$ cat src/sthl_pkg.sv
// ----------------------------------------------------------------------------
// sthl_pkg
// Shared types and constants of the sorted hash/type table lookup block:
// store geometry, item kinds, result codes, controller states and the
// command and status bundles between controller and datapath.
// ----------------------------------------------------------------------------
package sthl_pkg;

	localparam int MAX_TABLES  = 8;
	localparam int STORE_DEPTH = 1024;

	// Store address, entry count, table index and table count widths.
	localparam int AW   = $clog2(STORE_DEPTH);
	localparam int CW   = AW + 1;
	localparam int TIW  = (MAX_TABLES > 1) ? $clog2(MAX_TABLES) : 1;
	localparam int CNTW = $clog2(MAX_TABLES + 1);

	// Result field widths.
	localparam int OUT_TW = 3;
	localparam int OUT_EW = 10;

	typedef enum logic [1:0] {
		KIND_OPEN   = 2'd0,
		KIND_APPEND = 2'd1,
		KIND_LOOKUP = 2'd2,
		KIND_CLEAR  = 2'd3
	} kind_t;

	localparam logic [1:0] ST_OK   = 2'd0;
	localparam logic [1:0] ST_MISS = 2'd1;
	localparam logic [1:0] ST_FULL = 2'd2;

	typedef enum logic [3:0] {
		S_IDLE,
		S_EXEC,
		S_TBL,
		S_PROBE,
		S_CMP,
		S_DOWN,
		S_DCMP,
		S_UP,
		S_UCMP,
		S_DONE
	} state_t;

	typedef struct packed {
		logic capture;
		logic do_open;
		logic do_append;
		logic do_clear;
		logic t_clr;
		logic t_next;
		logic tbl_load;
		logic rd_mid;
		logic rd_down;
		logic rd_up;
		logic lo_up;
		logic hi_down;
		logic j_mid;
		logic j_set_off;
		logic j_up_init;
		logic j_inc;
		logic res_hit;
		logic res_miss;
		logic out_load;
	} cmd_t;

	typedef struct packed {
		kind_t kind;
		logic  t_lt_tiu;
		logic  lo_lt_hi;
		logic  hash_eq;
		logic  hash_lt;
		logic  type_eq;
		logic  j_nz;
		logic  j_lt_n;
	} sts_t;

endpackage

$ cat src/sthl_ctrl.sv
// ----------------------------------------------------------------------------
// sthl_ctrl
// Controller: sequences table updates and the per-table binary search with
// its downward and upward neighbor scans, and owns the result handshake.
// ----------------------------------------------------------------------------
module sthl_ctrl (
	input  logic           clk,
	input  logic           arst_n,
	input  logic           in_valid,
	output logic           in_ready,
	output logic           out_valid,
	input  logic           out_ready,
	input  sthl_pkg::sts_t sts,
	output sthl_pkg::cmd_t cmd
);

	sthl_pkg::state_t state_q, state_d;
	logic             out_valid_q;

	always_ff @(posedge clk or negedge arst_n) begin
		if (!arst_n) begin
			state_q     <= sthl_pkg::S_IDLE;
			out_valid_q <= 1'b0;
		end else begin
			state_q <= state_d;
			if (cmd.out_load) begin
				out_valid_q <= 1'b1;
			end else if (out_ready) begin
				out_valid_q <= 1'b0;
			end
		end
	end

	assign in_ready  = (state_q == sthl_pkg::S_IDLE);
	assign out_valid = out_valid_q;

	always_comb begin
		state_d = state_q;
		cmd     = '0;
		unique case (state_q)
			sthl_pkg::S_IDLE: begin
				if (in_valid) begin
					cmd.capture = 1'b1;
					state_d     = sthl_pkg::S_EXEC;
				end
			end
			sthl_pkg::S_EXEC: begin
				unique case (sts.kind)
					sthl_pkg::KIND_OPEN: begin
						cmd.do_open = 1'b1;
						state_d     = sthl_pkg::S_DONE;
					end
					sthl_pkg::KIND_APPEND: begin
						cmd.do_append = 1'b1;
						state_d       = sthl_pkg::S_DONE;
					end
					sthl_pkg::KIND_CLEAR: begin
						cmd.do_clear = 1'b1;
						state_d      = sthl_pkg::S_DONE;
					end
					default: begin
						cmd.t_clr = 1'b1;
						state_d   = sthl_pkg::S_TBL;
					end
				endcase
			end
			sthl_pkg::S_TBL: begin
				if (sts.t_lt_tiu) begin
					cmd.tbl_load = 1'b1;
					state_d      = sthl_pkg::S_PROBE;
				end else begin
					cmd.res_miss = 1'b1;
					state_d      = sthl_pkg::S_DONE;
				end
			end
			sthl_pkg::S_PROBE: begin
				if (sts.lo_lt_hi) begin
					cmd.rd_mid = 1'b1;
					state_d    = sthl_pkg::S_CMP;
				end else begin
					cmd.t_next = 1'b1;
					state_d    = sthl_pkg::S_TBL;
				end
			end
			sthl_pkg::S_CMP: begin
				if (sts.hash_eq && sts.type_eq) begin
					cmd.res_hit = 1'b1;
					state_d     = sthl_pkg::S_DONE;
				end else if (sts.hash_eq) begin
					cmd.j_mid = 1'b1;
					state_d   = sthl_pkg::S_DOWN;
				end else if (sts.hash_lt) begin
					cmd.lo_up = 1'b1;
					state_d   = sthl_pkg::S_PROBE;
				end else begin
					cmd.hi_down = 1'b1;
					state_d     = sthl_pkg::S_PROBE;
				end
			end
			sthl_pkg::S_DOWN: begin
				if (sts.j_nz) begin
					cmd.rd_down = 1'b1;
					state_d     = sthl_pkg::S_DCMP;
				end else begin
					cmd.j_up_init = 1'b1;
					state_d       = sthl_pkg::S_UP;
				end
			end
			sthl_pkg::S_DCMP: begin
				if (sts.hash_eq && sts.type_eq) begin
					cmd.res_hit = 1'b1;
					state_d     = sthl_pkg::S_DONE;
				end else if (sts.hash_eq) begin
					cmd.j_set_off = 1'b1;
					state_d       = sthl_pkg::S_DOWN;
				end else begin
					cmd.j_up_init = 1'b1;
					state_d       = sthl_pkg::S_UP;
				end
			end
			sthl_pkg::S_UP: begin
				if (sts.j_lt_n) begin
					cmd.rd_up = 1'b1;
					state_d   = sthl_pkg::S_UCMP;
				end else begin
					cmd.t_next = 1'b1;
					state_d    = sthl_pkg::S_TBL;
				end
			end
			sthl_pkg::S_UCMP: begin
				if (sts.hash_eq && sts.type_eq) begin
					cmd.res_hit = 1'b1;
					state_d     = sthl_pkg::S_DONE;
				end else if (sts.hash_eq) begin
					cmd.j_inc = 1'b1;
					state_d   = sthl_pkg::S_UP;
				end else begin
					cmd.t_next = 1'b1;
					state_d    = sthl_pkg::S_TBL;
				end
			end
			sthl_pkg::S_DONE: begin
				// The output register takes the result once its previous one is gone.
				if (!out_valid_q || out_ready) begin
					cmd.out_load = 1'b1;
					state_d      = sthl_pkg::S_IDLE;
				end
			end
			default: begin
				state_d = sthl_pkg::S_IDLE;
			end
		endcase
	end

endmodule

$ cat config.mk
export PLATFORM = sky130hd
export DESIGN_NAME = sthl_ctrl
export DESIGN_NICKNAME = d
export VERILOG_FILES = /design/src/sthl_pkg.sv /design/src/sthl_ctrl.sv
export SDC_FILE = /design/constraint.sdc
export NUM_CORES = 1
export LEC_CHECK = 0
export BUFFER_PORTS_ARGS = -buffer_cell sky130_fd_sc_hd__buf_2
export CORE_MARGIN = 8
export CORE_UTILIZATION = 45
export CTS_CLUSTER_SIZE = 30
export DETAILED_ROUTE_END_ITERATION = 10
export GPL_TIMING_DRIVEN = 0
export PLACE_DENSITY = 0.82
export REMOVE_ABC_BUFFERS = 1
export SLEW_MARGIN = 30
export SYNTH_ARGS = -nofsm -noshare
export SYNTH_HDL_FRONTEND = slang
export SYNTH_SLANG_ARGS = --single-unit
$ cat constraint.sdc
create_clock -name clk -period 3.14 [get_ports clk]
set_input_delay 0.157 -clock clk [delete_from_list [all_inputs] [get_ports clk]]
set_output_delay 0.157 -clock clk [all_outputs]
set_load 0.005 [all_outputs]
# Yosys cells after proc, flatten, opt, wreduce, memory -nomap -nowiden
# Index checks and enable logic that the tools add are counted.
[classes]
n_eq_ne = 13
muxes = 54
n_reduce_logical = 9
[op_table]
columns = ["operator", "count"]
rows = [
  ["4-bit one-hot mux with 10 select lines", 1],
  ["4-bit 2-to-1 mux", 9],
  ["1-bit 2-to-1 mux", 34],
  ["4-bit by 3-bit == test with 1-bit output, second input constant", 4],
  ["3-bit 2-to-1 mux", 5],
  ["4-bit by 2-bit == test with 1-bit output, second input constant", 2],
  ["4-bit == test, second input constant", 2],
  ["2-bit 2-to-1 mux", 3],
  ["3-bit OR reduction", 2],
  ["4-bit by 1-bit == test with 1-bit output, second input constant", 1],
  ["4-bit zero test", 1],
  ["2-bit inequality test, second input constant", 2],
  ["1-bit one-hot mux with 3 select lines", 1],
  ["2-bit by 1-bit == test with 1-bit output, second input constant", 1],
  ["2-bit == test, second input constant", 1],
  ["2-bit zero test", 1],
  ["1-bit one-hot mux with 2 select lines", 1],
  ["2-bit AND reduction", 1],
  ["2-bit nonzero test", 1],
  ["1-bit logical AND", 1],
  ["1-bit zero test", 1],
  ["1-bit logical OR", 1],
]
[totals]
reg_bits = 5
inputBits = 13
out_inout_bits = 21
word_cells = 78

# Longest topological paths before layout
[depth]
depth_word = 5
mapped_depth = 5
mapped_depth_nobuf = 3

# Worst setup path after synthesis
# OpenSTA, ideal clock, no wires.
[synth_path]
kind = "register to output"
from = "register state_q[2]"
to = "output port cmd[18] (netlist bit)"
arrival_time_ps = 1144
required_ps = 2983
setup_slack_ps = 1839
stages_incl_launch_ff = 4
n_path_buf = 1
path_cell_list = "dfrtp_1 > buf_4 > nor4_1 > and2_1"
[synth_rtl]
columns = ["item", "line_no", "source"]
rows = [
  ["from (decl)", "sthl_ctrl.sv:17", "sthl_pkg::state_t state_q, state_d;"],
  ["from (signal assigned)", "sthl_ctrl.sv:22", "state_q <= sthl_pkg::S_IDLE;"],
  ["from (signal assigned)", "sthl_ctrl.sv:25", "state_q <= state_d;"],
  ["to (decl)", "sthl_ctrl.sv:14", "output sthl_pkg::cmd_t cmd"],
]

==> results.cfg <==
[synthesis]
yosys-top-cells-area = dfrtp_1 21%, nor2_1 8.9%, nand2_1 7.6%, nor2b_1 6.4%, nand2b_1 5.3%
synth_flop_cell = dfrtp_1
syn_area_per_cell_um2 = 6.79
syn_inst = 87
synth_top_area_share_pct = 21.2
yosys_warnings = 0
synthArstFlopShare_pct = 100
syn_area_um2 = 591
ys_types = 31
ys_top_cells_by_count = 14 x nor2_1, 12 x nand2_1, 6 x nor2b_1
synth_seq_area_share_pct = 21.2
yosysTopAreaCell = dfrtp_1
synth.most_common_cell = nor2_1
yosys_register_bits = 5
synth_edf_count = 0

[critical_path]
cp-end-kind = output port
crit_fanout = 20
critPathArrivalTime_ns = 1.77
cp-start-kind = register
path_class = reg -> out
cp.required_ns = 2.98
critPathSlowestCell = dfrtp_1
worst-path-buf-inv = 1
crit_chain = nor2b_1, nand2_1, nor3_1, buf_2
cpLargestDelayFamily = simple AND/OR/NAND/NOR gates
max_stage_delay_ns = 0.68

[clock_tree]
clk_pin_slew_ns = 0.05
cts_resized = 0
cts_buffers = 3
cts.sinks = 5
htree_levels = 1
cts_tree = built
insertion_delay_ns = 0.24
ctsLongestPathBuffers = 2
cts_root_buf = clkbuf_4

[power]
combPwrFrac_pct = 54.2
sw_frac_of_total_pct = 49.1
p_per_area_nw_per_um2 = 749
switching_power_uw = 284
finalPower_uw = 578
sequentialPowerShare_pct = 32.8
p_clk_share_pct = 13.0
leakagePower_uw = 0.000393
p_int_uw = 294
ir_drop_uv = 433

[layout]
stdcell_count = 134
layout.nets = 133
antenna_cells = 0
drive_gt1_share_pct = 31.1
area_growth_pct = 30.7

[die]
boundaryPins = 34
design.die.area_um2 = 2730
start_util_pct = 46.5
core-area_um2 = 1270
die_y_um = 52.2
die_w_um = 52.2
rows = 13

[grt]
overflow = 0
grt_pass1_vias = 647
use_met1_pct = 16.6
grt_max_degree = 21
gr-usage-met3_pct = 2.84
antenna_found_initial = 0
track_usage_pct = 12.6
use_met2_pct = 19.8
grt_pass1_wl_mm = 2.77
grt.busiest_layer = met2

[route]
drt-vias-per-instance = 5.40
avgRoutedWirePerCell_um = 12.6
first_pass_iters = 4
wirelength_mm = 1.69
drt_iter0_markers = 25
drc = 0
ant_nets = 0
vias = 724

[timing]
worstMarginPinSlew_ns = 0.546
setup_violations = 0
setup_tns_ns = 0
fin_hold_ws_ns = 0.235
fin_crit_sh_pct = 61.4
hold_viol = 0
maxSlewViolCount = 0
max_freq_mhz = 519
finClkSkew_ns = 0.00280
slew_headroom_pct = 63.6
period_minus_slack_ns = 1.93
rsz0062_at_grt = no

[place]
io_buffers = 33
dp_hpwl_mm = 1.28
gp_congestion = 0.815
placedCellCount = 129

[hold_path]
min_path_type = in -> reg

[flow_run]
drv_cap = 0

[outcome]
status = finished clean
[cell type report]
type,instances,area (µm²)
Tap cell,15,18.8
Sequential cell,5,125
Inverter,1,3.75
Fill cell,122,497
Timing Repair Buffer,34,175
Clock buffer,4,26.3
Multi-Input combinational cell,75,423
[cell usage in the layout (no fill, tap or decap), drive strengths merged, types with 4 or more instances in the layout]
| cell type | n |
|---|---|
| nor2 | 14 |
| nand2 | 12 |
| nor3 | 5 |
| buf | 33 |
| o21ai | 4 |
| nor2b | 6 |
| clkbuf | 4 |
| nand2b | 5 |
| dfrtp | 5 |
| and3 | 4 |
[tightest hold or removal path: cells and delay by family]
family | cells | cell delay, ns
buffers and inverters | 1 | 0.08
and+or+nand+nor | 2 | 0.20
[power by group through the flow]
stage               logic [µW]  clock network [µW]  registers, µW
floorplan                  219                   0            163
global placement           305                   0            187
detailed placement         311                   0            189
CTS                        314                75.2            188
global route               349                80.9            201
finish                     313                75.4            190
[registers in the layout, indices dropped and copies added, names as in the netlist]
signal and count:
out_valid 1, state_q 4
[final timing paths]
kind	to	from	slack, ns	depth (start not counted)
worst max-delay path	cmd[17]	state_q[0]	1.21	4
worst min-delay path	out_valid	out_ready	0.23	3
worst max register to register	state_q[3]	state_q[0]	1.60	3
worst min register to register	out_valid	out_valid	0.71	2
max in group asynchronous	state_q[2]	arst_n	2.75	2
min in group asynchronous	state_q[3]	arst_n	0.25	2
[logic make-up after synthesis]
| family | count (synthesis) | share of synthesized area, % |
|---|---|---|
| muxes | 1 | 1.69 |
| buffers and inverters | 7 | 7.20 |
| DFF | 5 | 21.2 |
| AOI/OAI and AO/OA | 13 | 15.5 |
| and+or+nand+nor | 61 | 54.5 |
[layer usage]
metal | routed length (µm) | vias to the layer above
li1 | - | 373
met1 | 717 | 305
met2 | 768 | 46
met3 | 208 | 0
met4 | 0 | 0
met5 | 0 | -
[stage by stage]
step | cell area [µm²] | setup slack, ns | util [%]
floorplan | 552 | 1.78 | -
global placement | 736 | 1.51 | 58.0
detailed placement | 736 | 1.49 | 58.0
CTS | 772 | 1.23 | 60.8
global route | 772 | 1.05 | 60.8
finish | 772 | 1.21 | 60.8
[repair_timing]
item                                   CTS  global route
buffers inserted                         0             0
endpoints found under the hold margin    5             0
hold buffers                             1             0
Note: power is estimated with default switching activity, not from simulation.
